## src/hdl/assert_macros.svh

```systemverilog
// assertion macros used by the scheduler table engine
`ifndef ASSERT_MACROS_SVH
`define ASSERT_MACROS_SVH

`ifndef NO_ASSERTIONS

// property checked every rising edge outside reset
`define WFQ_ASSERT(lbl, prop, msg) \
	lbl: assert property (@(posedge clk) disable iff (!arst_n) (prop)) else $error(msg);

// consequence checked in the cycle after the antecedent
`define WFQ_ASSERT_NEXT(lbl, ante, cons, msg) \
	lbl: assert property (@(posedge clk) disable iff (!arst_n) (ante) |=> (cons)) \
		else $error(msg);

`else

`define WFQ_ASSERT(lbl, prop, msg)
`define WFQ_ASSERT_NEXT(lbl, ante, cons, msg)

`endif

`endif

```

## src/hdl/wfq_pkg.sv

```systemverilog
// shared types and constants of the fair queueing tag scheduler
package wfq_pkg;

	localparam int FLOWS       = 16384;
	localparam int FLOW_W      = $clog2(FLOWS);
	localparam int QUEUE_DEPTH = 4096;
	localparam int CNT_W       = 13;
	localparam int CNT_MAX     = (1 << CNT_W) - 1;
	localparam int CNT_LIMIT   = (QUEUE_DEPTH < CNT_MAX) ? QUEUE_DEPTH : CNT_MAX;

	localparam int ACT_W    = 2;
	localparam int ID_W     = 14;
	localparam int LEN_W    = 16;
	localparam int WEIGHT_W = 16;
	localparam int TAG_W    = 32;
	localparam int FRAC_W   = 8;

	localparam logic [WEIGHT_W-1:0] DEFAULT_WEIGHT_RST = 16'd256;

	// action codes carried in the request user bits
	localparam logic [ACT_W-1:0] ACT_ENQ = 2'd0;
	localparam logic [ACT_W-1:0] ACT_DEQ = 2'd1;
	localparam logic [ACT_W-1:0] ACT_SET = 2'd2;

	// stream widths
	localparam int S_DATA_W = 80;
	localparam int S_USER_W = ACT_W;
	localparam int M_DATA_W = 48;
	localparam int M_USER_W = 1;

	// command queue between front and back
	localparam int FIFO_DEPTH = 4;
	localparam int FIFO_AW    = $clog2(FIFO_DEPTH);

	// classified request
	typedef struct packed {
		logic                is_enq;
		logic                is_deq;
		logic                is_set;
		logic [FLOW_W-1:0]   flow;
		logic [LEN_W-1:0]    pkt_len;
		logic [TAG_W-1:0]    dprio;
		logic [WEIGHT_W-1:0] new_weight;
		logic                keep;
	} cmd_t;

	// one flow table entry
	typedef struct packed {
		logic                valid;
		logic [WEIGHT_W-1:0] weight;
		logic [TAG_W-1:0]    finish;
		logic [CNT_W-1:0]    count;
		logic                persist;
	} entry_t;

endpackage

```

## src/hdl/wfq_front.sv

```systemverilog
// request intake: decodes the action and stages one classified command
module wfq_front (
	input  logic                          clk,
	input  logic                          arst_n,
	input  logic                          s_tvalid,
	output logic                          s_tready,
	// flow_id, pkt_len, dequeued_prio, new_weight, keep_flow, zero pad
	input  logic [wfq_pkg::S_DATA_W-1:0]  s_tdata,
	// action
	input  logic [wfq_pkg::S_USER_W-1:0]  s_tuser,
	input  logic                          init_busy,
	input  logic                          push_ready,
	output logic                          push_valid,
	output wfq_pkg::cmd_t                 push_cmd
);

	logic          v_s1;
	wfq_pkg::cmd_t cmd_s1;
	wfq_pkg::cmd_t dec;
	logic          take;

	// field decode
	always_comb begin
		dec.is_enq     = (s_tuser == wfq_pkg::ACT_ENQ);
		dec.is_deq     = (s_tuser == wfq_pkg::ACT_DEQ);
		dec.is_set     = (s_tuser == wfq_pkg::ACT_SET);
		dec.flow       = wfq_pkg::FLOW_W'(s_tdata[13:0]);
		dec.pkt_len    = s_tdata[29:14];
		dec.dprio      = s_tdata[61:30];
		dec.new_weight = s_tdata[77:62];
		dec.keep       = s_tdata[78];
	end

	assign s_tready   = !init_busy && (!v_s1 || push_ready);
	assign take       = s_tvalid && s_tready;
	assign push_valid = v_s1;
	assign push_cmd   = cmd_s1;

	// stage valid
	always_ff @(posedge clk or negedge arst_n) begin
		if (!arst_n) begin
			v_s1 <= 1'b0;
		end else if (take) begin
			v_s1 <= 1'b1;
		end else if (push_ready) begin
			v_s1 <= 1'b0;
		end
	end

	// stage payload
	always_ff @(posedge clk) begin
		if (take) begin
			cmd_s1 <= dec;
		end
	end

endmodule

```

## config.mk

```make
export PLATFORM = sky130hd
export DESIGN_NAME = wfq_front
export DESIGN_NICKNAME = d
export VERILOG_FILES = /design/src/hdl/assert_macros.svh /design/src/hdl/wfq_pkg.sv /design/src/hdl/wfq_front.sv
export SDC_FILE = /design/constraint.sdc
export NUM_CORES = 1
export LEC_CHECK = 0
export BUFFER_PORTS_ARGS = -buffer_cell sky130_fd_sc_hd__buf_2
export CORE_MARGIN = 2
export CORE_UTILIZATION = 41
export DETAILED_ROUTE_END_ITERATION = 7
export PLACE_DENSITY = 0.79
export SYNTH_ARGS = -nofsm -noshare
export SYNTH_HDL_FRONTEND = slang
export SYNTH_SLANG_ARGS = --single-unit
```

## constraint.sdc

```tcl
create_clock -name clk -period 4.95 [get_ports clk]
set_input_delay 0 -clock clk [delete_from_list [all_inputs] [get_ports clk]]
set_output_delay 0 -clock clk [all_outputs]
set_load 0.02 [all_outputs]
```

* Yosys cells after proc, flatten, opt, wreduce, memory -nomap -nowiden *
Index checks and enable logic that the tools add are counted.

storage, ports and cells
  input bits = 87
  output and inout bits = 84
  flip-flop bits (word level) = 83

cells by class
  reduce and logical (&&, ||, !) cells = 7
  equal/unequal tests = 2
  multiplexer cells = 2

operators with widths
  operator                                                               count
  2-bit by 1-bit equality test with 1-bit output, second input constant  1
  2-bit equality test, second input constant                             1
  1-bit logical AND                                                      2
  1-bit zero test                                                        2
  2-bit zero test                                                        1
  1-bit 2-to-1 mux                                                       2
  2-bit nonzero test                                                     1
  1-bit logical OR                                                       1

* Logic depth before layout (Yosys ltp) *
  word-level depth = 5
  gate-level depth with buffers = 2
  mapped depth without buffers = 2

* Worst setup path after synthesis *
Ideal clock, no wire load.

  path type = flip-flop to flip-flop
  from = reg v_s1, in the netlist push_valid
  to = reg cmd_s1, in the netlist push_cmd[0] (enable)
  data arrival time = 4.008 ns
  path slack = 0.419 ns
  library setup time = 0.523 ns
  period minus slack after synthesis = 4.531 ns
  stages on the path, launching flop included = 3
  path buffers = 0
  cells stage by stage = dfrtp_1 -> nor2b_4 -> nor2_1

on the way
  longest elaborated chain between the ends = 4

RTL lines
  item                    line             RTL
  start, declared         wfq_front.sv:17  logic v_s1;
  start signal, assigned  wfq_front.sv:42  v_s1 <= 1'b0;
  start signal, assigned  wfq_front.sv:44  v_s1 <= 1'b1;
  start signal, assigned  wfq_front.sv:46  v_s1 <= 1'b0;
  1-bit zero test         wfq_front.sv:34  assign s_tready = !init_busy && (!v_s1 || push_ready);
  1-bit logical OR        wfq_front.sv:34
  1-bit logical AND       wfq_front.sv:34
  1-bit logical AND       wfq_front.sv:35  assign take = s_tvalid && s_tready;
  net take                wfq_front.sv:20  logic take;
  end signal, assigned    wfq_front.sv:53  cmd_s1 <= dec;
  end, declared           wfq_front.sv:18  wfq_pkg::cmd_t cmd_s1;

The timed path passes the listed nets, and every way through them passes these cells.
A chain may end at the register's enable or synchronous reset.

* Final worst setup path *
  from = reg v_s1, in the netlist push_valid
  to = reg cmd_s1, in the netlist push_cmd[70] (enable)

The elaborated chain is that of the path after synthesis.

==> reports/results.tsv <==
metric	value	unit
PwrDens	354	nW/um^2
clock slew at the register clock pins of the worst setup and hold paths	0.09	ns
HP Class	input pin to flip-flop	
Synth Instances	91	
initial core utilization	0.426	
layout cells sized above 1	0.515	
Rows	28	
Final Non-Filler Cells	439	
CTS resizes	0	
Final Max Slew Viols	0	
status	complete, no violations	
final setup vio count	0	
clk buf depth	2	
multi-input logic area	57.6	um^2
clock latency on the worst-skew pair	0.35	ns
H-tree levels	3	
Peak VDD IR	0.314	mV
fin crit period	2.04	ns
data arrival time of the worst path	2.01	ns
Post-Route WL	8760	um
dpl hpwl	4340	um
GRT overflow	0	
CP max FO	70	
Inst Count DP	336	
worst clock skew	0.0138	ns
Yosys top cell by area	edfxtp_1	
max-cap violations	0	
Via density	4.60	
combinational share of power	0.110	
Die Span X	82.7	um
RSZ-0062 raised after global routing	no	
Layout area overhead	82.3	%
ANT nets after route	0	
Avg Inst Size Synth	27.9	um^2
DRC	0	
Post-CTS Setup Bufs	0	
antenna violations before repair	1	
Worst EP required	4.92	ns
vias in the first global route	2258	
final core utilization	0.777	
met2 routed WL	4700	um
total global routing track utilization	0.264	
syn_nets	178	
setup TNS	0	ns
top post-synthesis cells by area	edfxtp_1 97%, dfrtp_1 0.99%, nor2b_4 0.54%	
Synth Cell Area	2540	um^2
CTS tree	built	
metal3 WL	943	um
Net Sw Power	356	uW
most common cell after layout, fill and taps aside	buf_2	
Die Y	82.7	um
First-pass DRT Iterations	4	
clock power share	0.391	
Startpoint Class	flip-flop	
sequential share of power	0.499	
routed length on met1	2860	um
via count	2021	
die area	6830	um^2
final period utilization	0.412	
Yosys cell types	6	
first-pass GRT wire length	12000	um
Sink Count	83	
GPL Wtd Cong	0.744	
uppermost layer routed	met4	
number of fill cells in the layout	345	
Worst-Margin Slew	0.850	ns
# IOs	171	
CP endpoint kind	flip-flop	
P_int	1.28	mW
post-synth top area share	0.970	
Place WS	2.98	ns
Avg WL per Cell	19.9	um
#FFs+latches synth	83	
sequential share of the synthesized area	0.980	
Root Buffer	clkbuf_8	
Hold Vio Cnt, Final	0	
largest net degree at the start of global routing	71	
Iter 0 DRT Violations	136	
core region area	5960	um^2
WHS	0.189	ns
Net Sw Frac	0.217	
Setup Crit Path Kind	flip-flop to flip-flop	
most frequent cells in the layout	169 x buf_2, 87 x dlygate4sd3_1, 82 x edfxtp_1	
TritonCTS buffer count	9	
I/O Buffers	169	
Seq. cell area	2490	um^2
Slew headroom	0.433	
Fmax	0.490	GHz
Final nets	446	
Worst Slack Setup Final	2.91	ns
LEAKAGE	1.96	nW
Ys Warns	0	
[cells by family after synthesis]
logic type,share of synthesized area
DFF,0.980
and+or+nand+nor,0.0197
[sequential cells by signal, summed over array words and instances, names as in the netlist]
register    cells
push_cmd       82
push_valid      1
[cell type report]
type,instances,share of cell area
timing repair buffer,257,0.373
antenna,1,0.000541
tap,75,0.0203
multi-input combinational,8,0.0124
clock inverter,6,0.0295
sequential,83,0.538
clock buffer,9,0.0268
[routing by layer]
layer / global-route usage / vias up
met5: 0 / -
met2: 0.454 / 128
li1: - / 894
met4: 0.126 / 0
met3: 0.128 / 22
met1: 0.268 / 977
[worst max-delay path, cell delays in order, from the launching register on]
cell	delay (ns)
dfrtp_1	0.40
nor2b_4	0.15
nor2_4	0.33
buf_4	0.74
[per-stage QoR]
stage / power (mW) / instance area, um^2
finish: 1.64 / 4630
global route: 1.68 / 4630
CTS: 1.62 / 4620
detailed placement: 0.949 / 3490
global placement: 0.944 / 3490
floorplan: 0.887 / 2540
[what timing repair did]
| action | in CTS | in global routing |
|---|---|---|
| hold endpoints to repair | 84 | 0 |
| endpoints found under the setup margin | 0 | 0 |
| hold buffers | 87 | 0 |
[synthesized netlist by cell type]
master and instances:
nor2b_1 2, dfrtp_1 1, edfxtp_1 82, nor2b_4 1, nand2b_1 2, nor2_1 3
[power by group through the flow]
stage	combinational, mW	sequential (mW)	clock, mW
global placement	0.115	0.829	0
floorplan	0.0140	0.873	0
finish	0.180	0.818	0.642
global route	0.190	0.820	0.672
detailed placement	0.119	0.831	0
CTS	0.173	0.815	0.630
[path summary, 6_finish.rpt]
path                             from           end  slack (ns)  cells past startpoint
setup reg to reg           push_valid  push_cmd[70]        2.91                      3
setup / recovery           push_valid  push_cmd[70]        2.91                      3
max in group asynchronous      arst_n    push_valid        4.35                      3
min in group asynchronous      arst_n    push_valid        0.49                      3
hold reg to reg            push_valid  push_cmd[63]        0.85                      2
hold / removal             push_ready  push_cmd[63]        0.19                      3
Power figures use the tool's default switching activity.
