File: config.mk
export PLATFORM = sky130hd
export DESIGN_NAME = wfq_fifo
export DESIGN_NICKNAME = d
export VERILOG_FILES = /design/src/hdl/assert_macros.svh /design/src/hdl/wfq_pkg.sv /design/src/hdl/wfq_fifo.sv
export SDC_FILE = /design/constraint.sdc
export NUM_CORES = 1
export LEC_CHECK = 0
export BUFFER_PORTS_ARGS = -buffer_cell sky130_fd_sc_hd__buf_2
export CORE_MARGIN = 4
export CORE_UTILIZATION = 51
export DETAILED_ROUTE_END_ITERATION = 10
export GPL_TIMING_DRIVEN = 0
export PLACE_DENSITY = 0.75
export REMOVE_ABC_BUFFERS = 1
export SLEW_MARGIN = 5
export SYNTH_ARGS = -nofsm -noshare
export SYNTH_HDL_FRONTEND = slang
export SYNTH_SLANG_ARGS = --single-unit
File: constraint.sdc
create_clock -name clk -period 3 [get_ports clk]
set_clock_uncertainty 0.1 [all_clocks]
set_input_delay 0.45 -clock clk [delete_from_list [all_inputs] [get_ports clk]]
set_output_delay 0.45 -clock clk [all_outputs]
set_load 0.03 [all_outputs]
File: src/hdl/assert_macros.svh
// assertion macros used by the scheduler table engine
`ifndef ASSERT_MACROS_SVH
`define ASSERT_MACROS_SVH

`ifndef NO_ASSERTIONS

// property checked every rising edge outside reset
`define WFQ_ASSERT(lbl, prop, msg) \
	lbl: assert property (@(posedge clk) disable iff (!arst_n) (prop)) else $error(msg);

// consequence checked in the cycle after the antecedent
`define WFQ_ASSERT_NEXT(lbl, ante, cons, msg) \
	lbl: assert property (@(posedge clk) disable iff (!arst_n) (ante) |=> (cons)) \
		else $error(msg);

`else

`define WFQ_ASSERT(lbl, prop, msg)
`define WFQ_ASSERT_NEXT(lbl, ante, cons, msg)

`endif

`endif

File: src/hdl/wfq_pkg.sv
// shared types and constants of the fair queueing tag scheduler
package wfq_pkg;

	localparam int FLOWS       = 16384;
	localparam int FLOW_W      = $clog2(FLOWS);
	localparam int QUEUE_DEPTH = 4096;
	localparam int CNT_W       = 13;
	localparam int CNT_MAX     = (1 << CNT_W) - 1;
	localparam int CNT_LIMIT   = (QUEUE_DEPTH < CNT_MAX) ? QUEUE_DEPTH : CNT_MAX;

	localparam int ACT_W    = 2;
	localparam int ID_W     = 14;
	localparam int LEN_W    = 16;
	localparam int WEIGHT_W = 16;
	localparam int TAG_W    = 32;
	localparam int FRAC_W   = 8;

	localparam logic [WEIGHT_W-1:0] DEFAULT_WEIGHT_RST = 16'd256;

	// action codes carried in the request user bits
	localparam logic [ACT_W-1:0] ACT_ENQ = 2'd0;
	localparam logic [ACT_W-1:0] ACT_DEQ = 2'd1;
	localparam logic [ACT_W-1:0] ACT_SET = 2'd2;

	// stream widths
	localparam int S_DATA_W = 80;
	localparam int S_USER_W = ACT_W;
	localparam int M_DATA_W = 48;
	localparam int M_USER_W = 1;

	// command queue between front and back
	localparam int FIFO_DEPTH = 4;
	localparam int FIFO_AW    = $clog2(FIFO_DEPTH);

	// classified request
	typedef struct packed {
		logic                is_enq;
		logic                is_deq;
		logic                is_set;
		logic [FLOW_W-1:0]   flow;
		logic [LEN_W-1:0]    pkt_len;
		logic [TAG_W-1:0]    dprio;
		logic [WEIGHT_W-1:0] new_weight;
		logic                keep;
	} cmd_t;

	// one flow table entry
	typedef struct packed {
		logic                valid;
		logic [WEIGHT_W-1:0] weight;
		logic [TAG_W-1:0]    finish;
		logic [CNT_W-1:0]    count;
		logic                persist;
	} entry_t;

endpackage

File: src/hdl/wfq_fifo.sv
// short command queue between intake and table engine
module wfq_fifo (
	input  logic          clk,
	input  logic          arst_n,
	input  logic          push_valid,
	output logic          push_ready,
	input  wfq_pkg::cmd_t push_cmd,
	output logic          head_valid,
	output wfq_pkg::cmd_t head_cmd,
	input  logic          pop
);

	wfq_pkg::cmd_t                slot_q [wfq_pkg::FIFO_DEPTH];
	logic [wfq_pkg::FIFO_AW-1:0]  wr_ptr_q;
	logic [wfq_pkg::FIFO_AW-1:0]  rd_ptr_q;
	logic [wfq_pkg::FIFO_AW:0]    cnt_q;
	logic                         push;

	assign push_ready = (cnt_q != (wfq_pkg::FIFO_AW+1)'(wfq_pkg::FIFO_DEPTH));
	assign head_valid = (cnt_q != '0);
	assign head_cmd   = slot_q[rd_ptr_q];
	assign push       = push_valid && push_ready;

	// pointers and fill level
	always_ff @(posedge clk or negedge arst_n) begin
		if (!arst_n) begin
			wr_ptr_q <= '0;
			rd_ptr_q <= '0;
			cnt_q    <= '0;
		end else begin
			if (push) begin
				wr_ptr_q <= wr_ptr_q + 1'b1;
			end
			if (pop) begin
				rd_ptr_q <= rd_ptr_q + 1'b1;
			end
			if (push && !pop) begin
				cnt_q <= cnt_q + 1'b1;
			end else if (pop && !push) begin
				cnt_q <= cnt_q - 1'b1;
			end
		end
	end

	// slot storage
	always_ff @(posedge clk) begin
		if (push) begin
			slot_q[wr_ptr_q] <= push_cmd;
		end
	end

endmodule

After elaboration in Yosys (flattened, before gate mapping):

Memories as Yosys holds them, arrays and structs flattened.
Cells that the tools add are included.

* flip-flop bits (word level): 7
* memory bits (writable): 328
* input port bits: 86
* output and inout bits: 84
* logic and storage cells: 20
* memories: 1

* add/subtract/negate cells: 4
* equality and inequality tests: 1
* muxes and demuxes: 4
* reduce and logical (&&, ||, !) cells: 7

Memory list
* slot_q: depth 4, bits a word 82, rd ports 1, clocked after Yosys merged registers in 0, wr ports 1, line wfq_fifo.sv:13 `wfq_pkg::cmd_t slot_q [wfq_pkg::FIFO_DEPTH];`

Operator list (count)
* $mux 3: 2
* $add 2x1->2 const B: 2
* $add 3x1->3 const B: 1
* $logic_and 1x1->1: 3
* $ne 3x3->1 const B: 1
* $reduce_bool 3->1: 1
* $sub 3x1->3 const B: 1
* $logic_not 1->1: 2
* $mux 1: 2
* $reduce_bool 2->1: 1

Depth between registers and ports, before layout:

Gate-level depths: netlist of run 1.

* word-level depth: 6
* gate-level depth with buffers: 8
* depth with buffers taken out: 8

Worst setup path after synthesis of run 1:

Ideal clock, no wire load.

* path kind: register to register
* from: reg cnt_q[0] (netlist bit)
* to: mem slot_q[0][0] (netlist bit), enable pin
* library setup time: 0.449 ns
* arrival: 2.683 ns
* data required time: 2.451 ns
* slack: -0.232 ns
* stages on the path, launching flop included: 4
* path buffers: 0
* period minus slack after synthesis: 3.232 ns
* path through: dfrtp_1 > nor2_1 > a21boi_2 > and2_1

* longest elaborated chain between the ends: 4

RTL lines
* from (decl): line wfq_fifo.sv:16 `logic [wfq_pkg::FIFO_AW:0] cnt_q;`
* from (signal assigned): line wfq_fifo.sv:38 `cnt_q <= cnt_q + 1'b1;`
* from (signal assigned): line wfq_fifo.sv:40 `cnt_q <= cnt_q - 1'b1;`
* $ne 3x3->1: line wfq_fifo.sv:19 `assign push_ready = (cnt_q != (wfq_pkg::FIFO_AW+1)'(wfq_pkg::FIFO_DEPTH));`
* $logic_and 1x1->1: line wfq_fifo.sv:22 `assign push = push_valid && push_ready;`
* via push: line wfq_fifo.sv:17 `logic push;`
* $mux 1: line wfq_fifo.sv:47 `if (push) begin`
* $mux 1 (implied by the code): line wfq_fifo.sv:48 `slot_q[wr_ptr_q] <= push_cmd;`
* to (decl): line wfq_fifo.sv:13

The timed path passes the listed nets, and every way through them passes these cells.

==> run metrics, run 1 <==
Worst Path Required 2.45 ns; buffers added on ports 169; diode count 0; largest area contributor in the synthesized netlist edfxtp_1; pwr/cell area 1080 nW/µm²; CP endpoint kind primary output; Final nets 752; RSZ-0062 raised after global routing no; Pre-Repair DR Iteration Count 4; DIE AREA 26,500 µm²; Seq cells post-synth 335; Num Clock Sinks 335; area occupied by multi-input gates 2070 µm²; commonest non-fill, non-tap cells in the layout edfxtp_1, buf_2, mux4_2; Final Cycle Share 94.5%; Worst Hold Class input port to register; drt initial violations 360; Skew-Pair Late Insertion Delay 0.49 ns; Max Cap Violations 0; H-tree depth 2; largest net degree at the start of global routing 58; vias in the first global route 5,828; relative slew slack 58.5%; Max clock buf depth 3; Seq/Total Area, Yosys 81.9%; Setup violations, final 0; die height 163 µm; Initial Utilization 52.0%; Final Hold Vio Count 0; GRT Util Overall 16.4%; Worst-Margin Slew 0.623 ns; Final Util 62.3%; filler instances 1,609; smallest hold slack 0.0625 ns; Max rail drop VDD 0.665 mV; Synth Area per Inst 26.4 µm²; layout cells sized above 1 46.3%; Reg clk slew, reported paths 0.06 ns; synth top area cells edfxtp_1, mux4_2, dfrtp_1, buf_6, ha_1; Resized cells post-CTS 0; crit path launch type register; wire length per cell 21.1 µm; Syn-to-layout area delta 19.9%; Worst Path Arrival 2.28 ns; WS Path Type register to primary output; Cells after Synth 463; RePlAce Congestion 0.713; Vias 5,361; Rows 56; Post-Syn Area 12,200 µm²; Finished Cell Area 14,700 µm²; final setup TNS 0 ns; grt ovf 0; final WL 21.1 mm; status finished clean; max-slew violations 0; dpl cell area 13,500 µm²; library cells used by synthesis 18; CTS Buf Count 35; root buffer cell clkbuf_16; DP Cell Count 940; most common cell after layout, fill and taps aside edfxtp_1; Syn. warnings 0; min Tclk post-route 2.83 ns; CP Max Fanout 43; Finished Layout Cells 1,003; Storage cell area 10,000 µm²; FMAX 353 MHz; DRC viols 0; initial antenna violation count 1; Leakage 5.02 nW; Post-DRT Antenna Nets 0; die width 163 µm; first-pass GRT wire length 33.4 mm; Core ar. 23,500 µm²; Ports 170; CTS tree built; via-per-instance ratio 5.34; top cell type's share of synthesized area 80.5%; post-DP HPWL 13.0 mm
-- synthesized netlist by cell type --
cell      number
or3_1          1
clkbuf_1       1
buf_6          7
inv_1          4
dfrtp_1        7
buf_4          2
buf_2          8
xnor2_1        3
ha_1           5
nand2_1        2
a21boi_2       1
and2_1         4
nor2_1         2
mux4_2        82
mux2_2         2
fa_1           1
edfxtp_1     328
xor2_1         3
-- worst max-delay path: stages, from the launching register on --
cell     delay [ns]
dfrtp_4        0.43
buf_12         0.23
buf_16         0.32
mux4_2         0.55
buf_2          0.20
-- flip-flops by register name, summed over array words and instances (netlist names) --
register / cells
slot_q: 328
cnt_q: 3
rd_ptr_q: 2
wr_ptr_q: 2
-- stage by stage --
stage / worst slack (ns) / power [mW]
2_1_floorplan: -1.58 / 10.4
3_3_place_gp: -2.95 / 11.5
3_5_place_dp: 0.294 / 12.0
4_1_cts: 0.103 / 16.1
5_1_grt: 0.0167 / 16.6
6_report: 0.166 / 15.8
-- final timing paths --
kind                              from             to  slack, ns  cells past startpoint
max in group asynchronous       arst_n    rd_ptr_q[0]       2.40                      2
hold / removal                     pop    rd_ptr_q[0]       0.06                      2
setup reg to reg              cnt_q[0]  slot_q[2][73]       0.70                      4
hold reg to reg               cnt_q[2]       cnt_q[2]       0.45                      1
min in group asynchronous       arst_n       cnt_q[1]       0.22                      2
setup / recovery           rd_ptr_q[0]   head_cmd[50]       0.17                      4
-- layer usage --
metal	wire length [µm]	GRT usage, %
met5	13	0
met4	300	3.43
met3	1500	5.34
met2	10700	26.8
met1	8640	22.1
-- power breakdown --
part           total [mW]  internal, mW  switching (mW)
Clock                4.05          2.47            1.58
Combinational        5.28          1.97            3.30
Sequential           6.50          6.19           0.302
-- logic make-up (layout without fill, tap and decap cells) --
group	count (synthesis)	after routing	share of synthesized area (%)
adder cells (fa/ha/maj)	6	6	0.675
flip-flops	335	335	81.9
AO/OA/AOI/OAI	1	1	0.0920
XOR/XNOR	6	6	0.429
multiplexers	84	84	15.3
buffers and inverters	22	243	1.25
AND/OR/NAND/NOR	9	9	0.378
-- layout make-up --
| class | instances | share of cell area (%) |
|---|---|---|
| Multi-Input combinational cell | 106 | 14.1 |
| Inverter | 4 | 0.102 |
| Clock inverter | 13 | 0.793 |
| Clock buffer | 48 | 6.73 |
| Timing Repair Buffer | 178 | 7.15 |
| Sequential cell | 335 | 68.4 |
| Tap cell | 319 | 2.72 |
-- what timing repair did --
| action | 4_1_cts | 5_1_grt |
|---|---|---|
| hold buffers | 1 | 0 |
| setup endpoints to repair | 41 | 0 |
| buffers inserted | 1 | 0 |
| endpoints found under the hold margin | 7 | 0 |
No activity file was read; power rests on OpenSTA's default activity.
==> run 2: changes to the inputs <==
- PLACE_DENSITY: 0.75 -> 0.83
==> run 2 against run 1 <==
Register-to-register slack got worse by 0.03 ns; final cell count is 0.30% higher; flip-flop and latch count stayed put; sequential share of layout area fell by 0.24 points; clock power increased by 4.9%; global-route usage increased by 0.49 points; hold slack got worse by 0.0013 ns; highest routed layer unchanged; combinational power decreased by 0.9%; core utilization is 0.22 points higher; maximum frequency grew 0.20%.
==> run metrics, run 2 (synthesized netlist as in run 1, its figures left out) <==
Worst Path Arrival 2.28 ns; post-DP HPWL 13.0 mm; Storage cell area 10,000 µm²; Post-CTS Setup Inserts 0; DIE AREA 26,500 µm²; Core ar. 23,500 µm²; crit path launch type register; Worst-Margin Slew 0.675 ns; Resized cells post-CTS 0; RePlAce Congestion 0.739; first-pass GRT wire length 34.3 mm; via-per-instance ratio 5.43; Ports 170; status finished clean; drt initial violations 356; max-slew violations 0; Crit-path slowest cell dfrtp_4; buffers added on ports 169; Final nets 751; wire length per cell 21.6 µm; pre-CTS WS 0.627 ns; largest net degree at the start of global routing 46; WS Path Type register to primary output; die width 163 µm; Biggest register slot_q; Post-CTS Hold Fix Bufs 1; Leakage 5.04 nW; Worst Hold Class input port to register; setup ws final 0.172 ns; die height 163 µm; Vias 5,459; Max rail drop VDD 0.798 mV; most common cell after layout, fill and taps aside edfxtp_1; Max clock buf depth 3; Max Cap Violations 0; layout cells sized above 1 46.5%; pwr/cell area 1090 nW/µm²; crit path cell chain buf_16, mux4_2, buf_2; Initial Utilization 52.0%; area occupied by multi-input gates 2070 µm²; number of flip-flops in the largest register 328; CP endpoint kind primary output; CTS tree built; grt ovf 0; H-tree depth 2; initial antenna violation count 3; Skew-Pair Late Insertion Delay 0.50 ns; commonest non-fill, non-tap cells in the layout edfxtp_1, buf_2, mux4_2; Final Util 62.5%; Post-DRT Antenna Nets 0; filler instances 1,604; vias in the first global route 6,084; Final Hold Vio Count 0; DRC viols 0; FMAX 354 MHz; Worst Path Required 2.45 ns; CP Max Fanout 45; crit-path leading delay family flip-flops; Syn-to-layout area delta 20.3%; largest registers slot_q x328, cnt_q x3; Num Clock Sinks 335; Final Cycle Share 94.3%; min Tclk post-route 2.83 ns; Setup violations, final 0; CTS Buf Count 35; root buffer cell clkbuf_16; final WL 21.7 mm; Pre-Repair DR Iteration Count 4; Reg clk slew, reported paths 0.06 ns; GRT Util Overall 16.9%; Rows 56; RSZ-0062 raised after global routing no; worst path buffer plus inverter count 2; relative slew slack 55.0%; slowest stage delay, CP 0.82 ns
[run 2: changes by cell type in the layout (fill, tap and decap cells not counted), moves of 2 or more]
cell,change
bufinv_16,+3
clkbuf_1,-5
clkbuf_16,-2
clkbuf_8,-2
clkinv_1,+5
inv_6,+4
[run 2: metrics by stage]
stage | power [mW] | cell area, µm² | hold slack, ns | instances | setup TNS [ns]
after floorplan | 10.4 | 12100 | 0.0544 | 445 | -207.02
after global placement | 11.4 | 13300 | 0.183 | 933 | -749.86
after detailed placement | 12.0 | 13600 | 0.196 | 940 | 0
after CTS | 16.3 | 14700 | 0.0355 | 1005 | 0
after global routing | 16.8 | 14700 | 0.0392 | 1006 | 0
final | 16.1 | 14700 | 0.0612 | 1006 | 0
[run 2: final cells by class]
type	count	share of cell area, %
clock inverters	25	1.78
multi-input cells	106	14.1
repair buffers	177	7.12
inverters	4	0.102
well taps	319	2.71
diodes	1	0.0170
flip-flops and latches	335	68.1
clock buffers	39	6.05
[run 2: per-layer routing]
metal | GRT usage [%] | part of all wire, % | vias up
met4 | 4.65 | 1.7 | 4
met3 | 3.77 | 5.8 | 39
met1 | 22.5 | 40 | 2846
met2 | 28.6 | 52 | 175
li1 | - | - | 2395
met5 | 0 | 0.12 | -
[run 2: path summary, 6_finish.rpt]
kind | from | depth (start not counted) | slack, ns | to
max in group asynchronous | arst_n | 2 | 2.40 | rd_ptr_q[1]
min | pop | 2 | 0.06 | rd_ptr_q[0]
max reg2reg | cnt_q[1] | 4 | 0.67 | slot_q[2][28]
max | rd_ptr_q[1] | 3 | 0.17 | head_cmd[21]
min reg2reg | cnt_q[2] | 1 | 0.43 | cnt_q[2]
min in group asynchronous | arst_n | 2 | 0.22 | wr_ptr_q[0]
[run 2: report_power, final]
group	internal, mW	switching (mW)	total [mW]
clock	2.59	1.66	4.25
combinational	1.98	3.25	5.23
sequential	6.20	0.386	6.58
==> run 3: changes to the inputs <==
- CORE_UTILIZATION: 51 -> 25
- PLACE_DENSITY: 0.83 -> 0.51
==> run 3 against run 2 <==
Sequential share of layout area is 4.5 points lower; register-to-register slack worse by 0.06 ns; maximum frequency is 0.70% lower; first-iteration DRC count is 37% lower; combinational power is 9.6% higher; hold slack worse by 0.018 ns; critical endpoint is now head_cmd[59]; power is 2.2% higher; largest cell class unchanged; final cell count is 36% higher; cell area is 7.1% higher; largest power group unchanged; critical path type unchanged.
==> run metrics, run 3 (synthesized netlist as in run 1, its figures left out) <==
RePlAce Congestion 0.623; vias in the first global route 6,306; largest net degree at the start of global routing 46; most common cell after layout, fill and taps aside edfxtp_1; RSZ-0062 raised after global routing no; R2R Path End slot_q[2][53]; max-slew violations 0; Tot Pwr 16.4 mW; crit path launch type register; hold path start push_cmd[70]; DRC viols 0; Crit-path slowest cell dfrtp_4; first-pass GRT wire length 39.3 mm; Max Cap Violations 0; Worst Path Required 2.45 ns; Pre-Repair DR Iteration Count 4; Setup violations, final 0; Worst Hold Class input port to register; wire length per cell 19.1 µm; via-per-instance ratio 4.15; die width 229 µm; min Tclk post-route 2.85 ns; Final Cycle Share 94.9%; Finished Layout Cells 1,366; smallest hold slack 0.0436 ns; Skew-Pair Late Insertion Delay 0.53 ns; cell-internal power 10.8 mW; number of flip-flops in the largest register 328; Crit. Startpoint rd_ptr_q[1]; setup ws final 0.152 ns; Final Hold Vio Count 0; area occupied by multi-input gates 2070 µm²; Initial Utilization 25.5%; buffers added on ports 169; Max clock buf depth 3; diode count 0; worst hold stages 1; Biggest register slot_q; Gate power share 34.9%; H-tree depth 2; crit path cell chain buf_12, buf_16, mux4_2, buf_2; layout cells sized above 1 42.9%; R2R Path Start cnt_q[0]; initial antenna violation count 1; Leakage 5.33 nW; grt ovf 0; root buffer cell clkbuf_16; post-DP HPWL 14.6 mm; DP Cell Count 1,237; Num Clock Sinks 335; Rows 80; pwr/cell area 1040 nW/µm²; CTS tree built; relative slew slack 46.3%; final WL 26.1 mm; Syn-to-layout area delta 28.8%; FMAX 351 MHz; Max rail drop VDD 0.517 mV; Reg clk slew, reported paths 0.05 ns; CP Max Fanout 33; CTS Buf Count 38; Post-DRT Antenna Nets 0; Ports 170; commonest non-fill, non-tap cells in the layout edfxtp_1, buf_2, mux4_2; Worst Path Arrival 2.30 ns; pre-CTS WS 0.118 ns; die height 229 µm; status finished clean; drt initial violations 225; Switching Power 5.60 mW; GRT Util Overall 9.84%; Worst-Margin Slew 0.805 ns; clock power share 25.7%; Core ar. 48,000 µm²; final setup TNS 0 ns; filler instances 4,624; Final nets 818; Storage cell area 10,000 µm²; WS Path Type register to primary output; FF-to-FF setup slack 0.61 ns; CP endpoint kind primary output; R2R cell count 4; CP endpoint head_cmd[59]; Seq pwr share 39.4%; Vias 5,672; DIE AREA 52,600 µm²; switch share 34.1%; slowest stage delay, CP 0.63 ns; largest registers slot_q x328, cnt_q x3
[run 3: changes by cell type in the layout (fill, tap and decap cells not counted), sizes merged, moves of 3 or more]
| cell | before | now |
|---|---|---|
| clkbuf | 39 | 47 |
| dlygate4sd3 | 1 | 60 |
| inv | 8 | 5 |
| buf | 176 | 180 |
| bufinv | 5 | 0 |
[run 3: per-stage QoR]
step,area (µm²),utilization [%]
final,15800,32.8
after global routing,15800,32.8
after CTS,15700,32.8
after detailed placement,13900,29.0
after global placement,13700,28.5
after floorplan,12100,-
[run 3: area by class of cell]
class	count	share of cell area [%]
clock inverter	19	0.579
sequential	335	63.6
tap	615	4.88
inverter	4	0.0952
timing repair buffer	241	11.0
multi-input combinational	106	13.1
clock buffer	46	6.63
[run 3: routing by layer]
| metal | share of wire (%) | routed length, µm | GRT usage, % |
|---|---|---|---|
| met5 | 0.050 | 13 | 0 |
| met4 | 2.7 | 703 | 3.42 |
| met3 | 6.0 | 1570 | 3.12 |
| met2 | 49 | 12700 | 15.9 |
| met1 | 42 | 11100 | 12.5 |
[run 3: worst max-delay path, delay by kind of cell, from the launching register on]
family	cells	cell delay [ns]
mux	1	0.36
flops	1	0.63
buf+inv	3	0.74
[run 3: worst min path at each step]
stage	to	slack (ns)
after floorplan	cnt_q[0]	0.05
after global routing	slot_q[2][57]	0.009
final	slot_q[3][70]	0.04
after CTS	slot_q[2][59]	0.00008
after detailed placement	cnt_q[0]	0.20
after global placement	cnt_q[0]	0.20
[run 3: timing repair]
action	4_1_cts	5_1_grt
cloned	0	1
pin swaps	0	0
gates resized for setup	0	0
hold buffers	60	0
buffers inserted	3	0
hold endpoints to repair	231	0
endpoints found under the setup margin	57	13
[run 3: power by group through the flow]
stage | clock [mW] | combinational [mW] | sequential (mW)
floorplan | 0 | 3.54 | 6.88
finish | 4.22 | 5.73 | 6.46
CTS | 4.39 | 5.90 | 6.48
global placement | 0 | 4.19 | 7.11
detailed placement | 0 | 5.53 | 6.71
global route | 4.60 | 6.17 | 6.54
